--- config.mk ---
export PLATFORM = sky130hd
export DESIGN_NAME = text_integer_minimum_finder
export DESIGN_NICKNAME = d
export VERILOG_FILES = /design/src/hw/rtl/tim_pkg.sv /design/src/hw/rtl/tim_ram.sv /design/src/hw/rtl/tim_core.sv /design/src/hw/rtl/text_integer_minimum_finder.sv
export SDC_FILE = /design/constraint.sdc
export NUM_CORES = 1
export LEC_CHECK = 0
export BUFFER_PORTS_ARGS = -buffer_cell sky130_fd_sc_hd__buf_2
export CORE_MARGIN = 3
export CORE_UTILIZATION = 40
export CTS_CLUSTER_DIAMETER = 120
export DETAILED_ROUTE_END_ITERATION = 10
export PLACE_DENSITY = 0.56
export SLEW_MARGIN = 20
export SYNTH_ARGS = -nofsm -noshare
export SYNTH_HDL_FRONTEND = slang
export SYNTH_SLANG_ARGS = --single-unit
--- constraint.sdc ---
create_clock -name clk -period 4.23 [get_ports clk]
set_clock_uncertainty 0.1 [all_clocks]
set_input_delay 0.2115 -clock clk [delete_from_list [all_inputs] [get_ports clk]]
set_output_delay 0.2115 -clock clk [all_outputs]
set_load 0.05 [all_outputs]
--- src/hw/rtl/tim_pkg.sv ---
`timescale 1ns / 1ps

package tim_pkg;

  // digit store depth, default for the top level parameter
  localparam int DIGIT_CAPACITY = 32;

  // digit counters hold up to the largest store depth (64)
  localparam int CNT_W = 7;

  localparam logic [1:0] MODE_TEXT  = 2'd0;
  localparam logic [1:0] MODE_END   = 2'd1;
  localparam logic [1:0] MODE_QUERY = 2'd2;

  localparam logic [1:0] DIFF_EQUAL   = 2'd0;
  localparam logic [1:0] DIFF_LESS    = 2'd1;
  localparam logic [1:0] DIFF_GREATER = 2'd2;

  localparam logic [7:0] CHAR_MINUS = 8'h2D;
  localparam logic [7:0] CHAR_ZERO  = 8'h30;
  localparam logic [7:0] CHAR_NINE  = 8'h39;

  typedef struct packed {
    logic [1:0] mode;
    logic [7:0] text_byte;
    logic [4:0] digit_index;
  } in_item_t;

  typedef struct packed {
    logic       found;
    logic       result_negative;
    logic [5:0] result_length;
    logic [3:0] digit_value;
    logic       too_long;
  } out_item_t;

  // digit store write, bank selects one of the two ping-pong stores
  typedef struct packed {
    logic             en;
    logic             bank;
    logic [CNT_W-1:0] addr;
    logic [3:0]       data;
  } dig_wr_t;

endpackage

--- src/hw/rtl/tim_ram.sv ---
`timescale 1ns / 1ps

module tim_ram #(
  parameter int WIDTH = 4,
  parameter int DEPTH = 32
) (
  input  logic                                  clk,
  input  logic                                  we,
  input  logic [(DEPTH > 1 ? $clog2(DEPTH) : 1)-1:0] waddr,
  input  logic [WIDTH-1:0]                      wdata,
  input  logic                                  re,
  input  logic [(DEPTH > 1 ? $clog2(DEPTH) : 1)-1:0] raddr,
  output logic [WIDTH-1:0]                      rdata
);

  logic [WIDTH-1:0] mem [DEPTH];
  logic [WIDTH-1:0] rdata_r;

  always_ff @(posedge clk) begin
    if (we) begin
      mem[waddr] <= wdata;
    end
    if (re) begin
      rdata_r <= mem[raddr];
    end
  end

  assign rdata = rdata_r;

endmodule

--- src/hw/rtl/tim_core.sv ---
`timescale 1ns / 1ps

module tim_core #(
  parameter int DIGIT_CAPACITY = tim_pkg::DIGIT_CAPACITY
) (
  input  logic                      clk,
  input  logic                      rst_n,
  input  logic                      proc,
  input  tim_pkg::in_item_t         item,
  input  tim_pkg::in_item_t         next_item,
  input  logic [3:0]                rdata_a,
  input  logic [3:0]                rdata_b,
  output tim_pkg::dig_wr_t          wr,
  output logic [tim_pkg::CNT_W-1:0] raddr,
  output tim_pkg::out_item_t        result
);

  localparam logic [tim_pkg::CNT_W-1:0] CAP = tim_pkg::CNT_W'(DIGIT_CAPACITY);

  logic [7:0]                prev_byte_r, prev_byte_nxt;
  logic                      open_r, open_nxt;
  logic                      neg_r, neg_nxt;
  logic [tim_pkg::CNT_W-1:0] cnt_r, cnt_nxt;
  logic [1:0]                diff_r, diff_nxt;
  logic                      ovf_r, ovf_nxt;
  logic [tim_pkg::CNT_W-1:0] best_cnt_r, best_cnt_nxt;
  logic                      best_neg_r, best_neg_nxt;
  logic                      have_best_r, have_best_nxt;
  logic                      ovf_seen_r, ovf_seen_nxt;
  logic                      best_bank_r, best_bank_nxt;

  logic                      is_dig, do_dig, do_close, start, smaller;
  logic [3:0]                dig, best_dig;
  logic [tim_pkg::CNT_W-1:0] base_cnt, idx_ext;
  logic [1:0]                base_diff;

  assign is_dig   = (item.mode == tim_pkg::MODE_TEXT) &&
                    (item.text_byte inside {[tim_pkg::CHAR_ZERO:tim_pkg::CHAR_NINE]});
  assign do_dig   = proc && is_dig;
  assign do_close = proc && open_r &&
                    (((item.mode == tim_pkg::MODE_TEXT) && !is_dig) ||
                     (item.mode == tim_pkg::MODE_END));
  assign start    = do_dig && !open_r;
  assign dig      = item.text_byte[3:0];
  assign best_dig = best_bank_r ? rdata_b : rdata_a;
  assign base_cnt = start ? '0 : cnt_r;
  assign base_diff = start ? tim_pkg::DIFF_EQUAL : diff_r;
  assign idx_ext  = tim_pkg::CNT_W'(item.digit_index);

  // sign, then length, then first differing digit
  always_comb begin
    if (best_neg_r != neg_r) begin
      smaller = neg_r;
    end else if (!neg_r) begin
      if (cnt_r != best_cnt_r) begin
        smaller = cnt_r < best_cnt_r;
      end else begin
        smaller = diff_r == tim_pkg::DIFF_LESS;
      end
    end else begin
      if (cnt_r != best_cnt_r) begin
        smaller = cnt_r > best_cnt_r;
      end else begin
        smaller = diff_r == tim_pkg::DIFF_GREATER;
      end
    end
  end

  always_comb begin
    prev_byte_nxt = prev_byte_r;
    open_nxt      = open_r;
    neg_nxt       = neg_r;
    cnt_nxt       = cnt_r;
    diff_nxt      = diff_r;
    ovf_nxt       = ovf_r;
    best_cnt_nxt  = best_cnt_r;
    best_neg_nxt  = best_neg_r;
    have_best_nxt = have_best_r;
    ovf_seen_nxt  = ovf_seen_r;
    best_bank_nxt = best_bank_r;
    wr.en         = 1'b0;
    wr.bank       = ~best_bank_r;
    wr.addr       = base_cnt;
    wr.data       = dig;

    if (proc) begin
      case (item.mode)
        tim_pkg::MODE_TEXT: begin
          prev_byte_nxt = item.text_byte;
        end
        tim_pkg::MODE_END: begin
          prev_byte_nxt = '0;
        end
        default: begin
        end
      endcase
    end

    if (do_dig) begin
      open_nxt = 1'b1;
      neg_nxt  = start ? (prev_byte_r == tim_pkg::CHAR_MINUS) : neg_r;
      diff_nxt = base_diff;
      ovf_nxt  = start ? 1'b0 : ovf_r;
      cnt_nxt  = base_cnt;
      if (base_cnt >= CAP) begin
        ovf_nxt = 1'b1;
      end else begin
        wr.en   = 1'b1;
        cnt_nxt = base_cnt + 1'b1;
        if ((base_diff == tim_pkg::DIFF_EQUAL) && have_best_r && (base_cnt < best_cnt_r)) begin
          if (dig < best_dig) begin
            diff_nxt = tim_pkg::DIFF_LESS;
          end else if (dig > best_dig) begin
            diff_nxt = tim_pkg::DIFF_GREATER;
          end
        end
      end
    end

    if (do_close) begin
      open_nxt = 1'b0;
      if (ovf_r) begin
        ovf_seen_nxt = 1'b1;
      end else if (!have_best_r || smaller) begin
        best_cnt_nxt  = cnt_r;
        best_neg_nxt  = neg_r;
        have_best_nxt = 1'b1;
        best_bank_nxt = ~best_bank_r;
      end
    end
  end

  // read address for the item entering behind this one
  always_comb begin
    if (next_item.mode == tim_pkg::MODE_QUERY) begin
      raddr = tim_pkg::CNT_W'(next_item.digit_index);
    end else if (open_nxt) begin
      raddr = cnt_nxt;
    end else begin
      raddr = '0;
    end
  end

  always_comb begin
    result.found           = have_best_nxt;
    result.result_negative = have_best_nxt & best_neg_nxt;
    result.result_length   = have_best_nxt ? best_cnt_nxt[5:0] : 6'd0;
    result.too_long        = ovf_seen_nxt;
    if ((item.mode == tim_pkg::MODE_QUERY) && have_best_r && (idx_ext < best_cnt_r)) begin
      result.digit_value = best_dig;
    end else begin
      result.digit_value = 4'd0;
    end
  end

  always_ff @(posedge clk) begin
    if (!rst_n) begin
      prev_byte_r <= '0;
      open_r      <= 1'b0;
      neg_r       <= 1'b0;
      cnt_r       <= '0;
      diff_r      <= tim_pkg::DIFF_EQUAL;
      ovf_r       <= 1'b0;
      best_cnt_r  <= '0;
      best_neg_r  <= 1'b0;
      have_best_r <= 1'b0;
      ovf_seen_r  <= 1'b0;
      best_bank_r <= 1'b0;
    end else begin
      prev_byte_r <= prev_byte_nxt;
      open_r      <= open_nxt;
      neg_r       <= neg_nxt;
      cnt_r       <= cnt_nxt;
      diff_r      <= diff_nxt;
      ovf_r       <= ovf_nxt;
      best_cnt_r  <= best_cnt_nxt;
      best_neg_r  <= best_neg_nxt;
      have_best_r <= have_best_nxt;
      ovf_seen_r  <= ovf_seen_nxt;
      best_bank_r <= best_bank_nxt;
    end
  end

endmodule

--- src/hw/rtl/text_integer_minimum_finder.sv ---
`timescale 1ns / 1ps
// channel | ports                          | payload
// input   | in_valid, in_ready, in_data    | tim_pkg::in_item_t (mode, byte, digit index)
// result  | out_valid, out_ready, out_data | tim_pkg::out_item_t (minimum summary, digit)
//
// one request per cycle while the result is not stalled; each request passes the input
// register (digit store read) and then the result register
// the two digit stores swap roles (current / minimum) when a new minimum is taken
// rst_n synchronous; store contents need no reset and are used only once written
// a stalled result holds the input register; in_ready follows out_ready combinationally

module text_integer_minimum_finder #(
  parameter int DIGIT_CAPACITY = tim_pkg::DIGIT_CAPACITY
) (
  input  logic               clk,
  input  logic               rst_n,
  input  logic               in_valid,
  output logic               in_ready,
  input  tim_pkg::in_item_t  in_data,
  output logic               out_valid,
  input  logic               out_ready,
  output tim_pkg::out_item_t out_data
);

  localparam int ADDR_W = (DIGIT_CAPACITY > 1) ? $clog2(DIGIT_CAPACITY) : 1;

  logic               in_valid_r, in_valid_nxt;
  tim_pkg::in_item_t  in_r;
  logic               out_valid_r, out_valid_nxt;
  tim_pkg::out_item_t out_r;

  logic                      proc;      // request in the input register moves on
  logic                      in_fire;
  tim_pkg::dig_wr_t          wr;
  logic [tim_pkg::CNT_W-1:0] raddr;
  logic [3:0]                rdata_a, rdata_b;
  tim_pkg::out_item_t        result;

  assign proc          = in_valid_r && (!out_valid_r || out_ready);
  assign in_ready      = !in_valid_r || proc;
  assign in_fire       = in_valid && in_ready;
  assign in_valid_nxt  = in_fire || (in_valid_r && !proc);
  assign out_valid_nxt = proc || (out_valid_r && !out_ready);

  always_ff @(posedge clk) begin
    if (!rst_n) begin
      in_valid_r  <= 1'b0;
      out_valid_r <= 1'b0;
    end else begin
      in_valid_r  <= in_valid_nxt;
      out_valid_r <= out_valid_nxt;
    end
  end

  // payload registers, no reset
  always_ff @(posedge clk) begin
    if (in_fire) begin
      in_r <= in_data;
    end
    if (proc) begin
      out_r <= result;
    end
  end

  // state update, compare tracking and store addressing
  tim_core #(
    .DIGIT_CAPACITY(DIGIT_CAPACITY)
  ) u_core (
    .clk      (clk),
    .rst_n    (rst_n),
    .proc     (proc),
    .item     (in_r),
    .next_item(in_data),
    .rdata_a  (rdata_a),
    .rdata_b  (rdata_b),
    .wr       (wr),
    .raddr    (raddr),
    .result   (result)
  );

  // ping-pong digit stores, both read at the same address
  tim_ram #(
    .WIDTH(4),
    .DEPTH(DIGIT_CAPACITY)
  ) u_store_a (
    .clk  (clk),
    .we   (wr.en && !wr.bank),
    .waddr(wr.addr[ADDR_W-1:0]),
    .wdata(wr.data),
    .re   (in_fire),
    .raddr(raddr[ADDR_W-1:0]),
    .rdata(rdata_a)
  );

  tim_ram #(
    .WIDTH(4),
    .DEPTH(DIGIT_CAPACITY)
  ) u_store_b (
    .clk  (clk),
    .we   (wr.en && wr.bank),
    .waddr(wr.addr[ADDR_W-1:0]),
    .wdata(wr.data),
    .re   (in_fire),
    .raddr(raddr[ADDR_W-1:0]),
    .rdata(rdata_b)
  );

  assign out_valid = out_valid_r;
  assign out_data  = out_r;

endmodule

==> results.ini <==
[placement]
hpwl_um=22300
place_area_um2=14700
port_buffers=33
globalplace.congestion=0.852
dpl_worst_slack_ns=0.296

[clocking]
cts_buffers=36
clock_path_buffers=3
cts_sinks=325
tritoncts=built
htreeDepth=2
path_clk_slew_ns=0.06
clkLatencyLatePin_ns=0.53
root_buffer=clkbuf_16

[die]
die_height_um=192
fp.dieW_um=192
core_area_um2=33900
start_util_pct=41.0
io-pin-count=34
num_rows=67
dieArea_um2=37000

[detailed_routing]
vias_per_cell=5.51
vias=8949
ant_nets=0
drt-initial-drc-count=630
dr.pass1.iters=5
routedWlPerCell_um=21.5
drc=0
drt_wl_total_um=34900

[global_routing]
track_usage_pct=19.2
grt_pass1_wl_um=54200
grt_overflow=0
grt_max_degree=102
first_global_vias=9033
antenna_found_initial=0

[min_path]
min_path_type=input pin to flop
worstHoldPathCells=2

[sta]
slew_headroom_pct=42.0
layout_setup_ws_ns=0.291
whs_ns=0.0550
slew_viol_final=0
post-route-period-util_pct=93.1
period_needed_ns=3.94
hold_viol_final=0
clock.fmax_mhz=254
tightestPinTransition_ns=0.869
rsz0062_at_grt=no
finalSetupViolations=0

[cells_and_area]
areaGrowthSynthToFinish_pct=15.1
final_design_area_no_fill_um2=16000
drive_above_1_share_pct=11.7
utilization_pct=47.2
diodes=0
final_nets=1193

[synthesis]
synth_cell_types=63
synth.area.top_cells=edfxtp_1, nand2_1, dfxtp_1
synth_top_area_share_pct=63.1
ys.flop_type=edfxtp_1
async_flop_share_pct=0
ys_seq_area_share_pct=67.8
yosys_warnings=0
synthCells=1094
yosys_register_bits=325
synth_edf_count=292
yosysTopAreaCell=edfxtp_1
postSynthAreaPerCell_um2=12.7
netlist_area_um2=13900
synthesis.nets=1138

[power_and_ir_drop]
cellPowerDensity_nw_per_um2=435
power_leakage_nw=5.44
power.total_mw=6.95
ir_drop_mv=0.279

[worst_setup_path]
arrival_ns=4.05
path_class=flop to flop
start_kind=flop
crit_path_end_kind=flop
worstPathRequired_ns=4.34
ff2ff_path_depth=14
crit_fanout=14

[run_status]
status=finished clean

[run]
cap_viol_max_count=0

-- state kept, by name, summed over array words and instances, names as in the netlist --
register,cells
u_core.best_bank_r,1
u_core.cnt_r,7
u_core.have_best_r,1
u_core.best_neg_r,1
u_core.ovf_seen_r,1
u_core.open_r,1
out_data,13
out_valid,1
u_store_a.rdata,4
u_store_b.mem,128
u_core.diff_r,2
u_core.ovf_r,1
in_r,15
u_core.neg_r,1
u_core.best_cnt_r,7
in_valid_r,1
u_core.prev_byte_r,8
u_store_a.mem,128
u_store_b.rdata,4
-- layout by cell type (no fill, tap or decap), types with 19 or more instances in the layout --
cell       synthesis  final
buf_2             20     33
and3_1            30     30
nor2_1            98     97
edfxtp_1         292    292
ha_1              25     24
clkbuf_16          0     37
buf_4              9     20
mux2i_1           39     39
o21ai_0           24     24
nor2b_1           19     19
nand2_1          201    200
dfxtp_1           33     33
a21oi_1           50     50
-- where the power goes --
| group | switching, mW | internal (mW) | total (mW) |
|---|---|---|---|
| combinational | 0.216 | 0.102 | 0.318 |
| clock | 1.25 | 1.85 | 3.10 |
| sequential | 0.0101 | 3.52 | 3.53 |
| total | 1.48 | 5.47 | 6.95 |
-- cells in the mapped netlist, types with 2 or more instances --
cell,count
o21a_1,3
nor2_1,98
inv_1,15
nor2b_1,19
a211o_1,7
clkbuf_1,25
o22ai_1,7
a31oi_1,13
a2111oi_0,2
nand3b_1,9
o32ai_1,2
nand4_1,5
a22o_1,3
and3_1,30
nand3_1,13
dfxtp_1,33
o211ai_1,9
mux2_2,2
o221ai_1,8
o21ai_0,24
nand2b_1,10
xnor2_1,2
a32o_1,16
nor3_1,8
and2_1,11
nand2_1,201
buf_2,20
a21boi_0,10
o31a_1,5
buf_4,9
edfxtp_1,292
mux2i_1,39
ha_1,25
a21oi_1,50
a32oi_1,19
a21o_1,10
o31ai_1,4
nand4b_1,2
buf_1,2
a311oi_1,6
a211oi_1,4
-- cells by family after synthesis --
kind of cell	Yosys count	synth area share [%]
AND/OR/NAND/NOR	416	13.4
multiplexers	41	2.97
XOR/XNOR	2	0.126
AO/OA/AOI/OAI	214	11.0
buffers and inverters	71	2.34
adder cells (fa/ha/maj)	25	2.25
flip-flops	325	67.8
-- through the flow --
| stage | std cells | TNS [ns] |
|---|---|---|
| finish | 1623 | 0 |
| global route | 1623 | 0 |
| CTS | 1623 | 0 |
| detailed placement | 1543 | 0 |
| global placement | 1543 | 0 |
| floorplan | 1094 | -0.0241 |
-- worst max-delay path, cell delays in order (launching register included) --
cell      delay, ns
edfxtp_1       0.50
nor2b_2        0.28
nand3_2        0.21
or3_4          0.51
nand2_4        0.14
inv_4          0.05
ha_4           0.16
nand3_2        0.06
o31a_1         0.30
o31ai_4        0.20
buf_4          0.23
nor2_1         0.34
nand2_1        0.23
o211ai_1       0.26
a32oi_1        0.07
-- routing by layer --
metal / routed length, um / part of all wire (%) / track usage, %
met5: 0 / 0 / 0
met4: 910 / 2.6 / 5.60
met3: 2160 / 6.2 / 3.43
met2: 15900 / 46 / 30.3
met1: 15900 / 46 / 27.3
-- final cells by class --
| type | count | area [um^2] |
|---|---|---|
| flip-flops and latches | 325 | 9430 |
| well taps | 448 | 561 |
| clock buffers | 41 | 941 |
| clock inverters | 23 | 230 |
| fillers | 3060 | 17900 |
| repair buffers | 73 | 556 |
| inverters | 15 | 58.8 |
| multi-input cells | 698 | 4220 |
-- worst paths after layout --
kind	slack, ns	end	start
setup / recovery	0.29	u_store_b.rdata[1]$_DFFE_PP_	in_r[13]$_DFFE_PP_
setup reg to reg	0.29	u_store_b.rdata[1]$_DFFE_PP_	in_r[13]$_DFFE_PP_
hold reg to reg	0.36	u_core.prev_byte_r[6]$_SDFFE_PN0P_	u_core.prev_byte_r[6]$_SDFFE_PN0P_
hold / removal	0.06	u_core.cnt_r[5]$_SDFFE_PN0N_	rst_n
-- what timing repair did --
item                       4_1_cts  5_1_grt
hold endpoints to repair        16        0
hold buffers                    16        0
buffers inserted                 0        0
setup endpoints to repair        0        8
resized for setup                0        3
(Power assumes the default switching activity.)
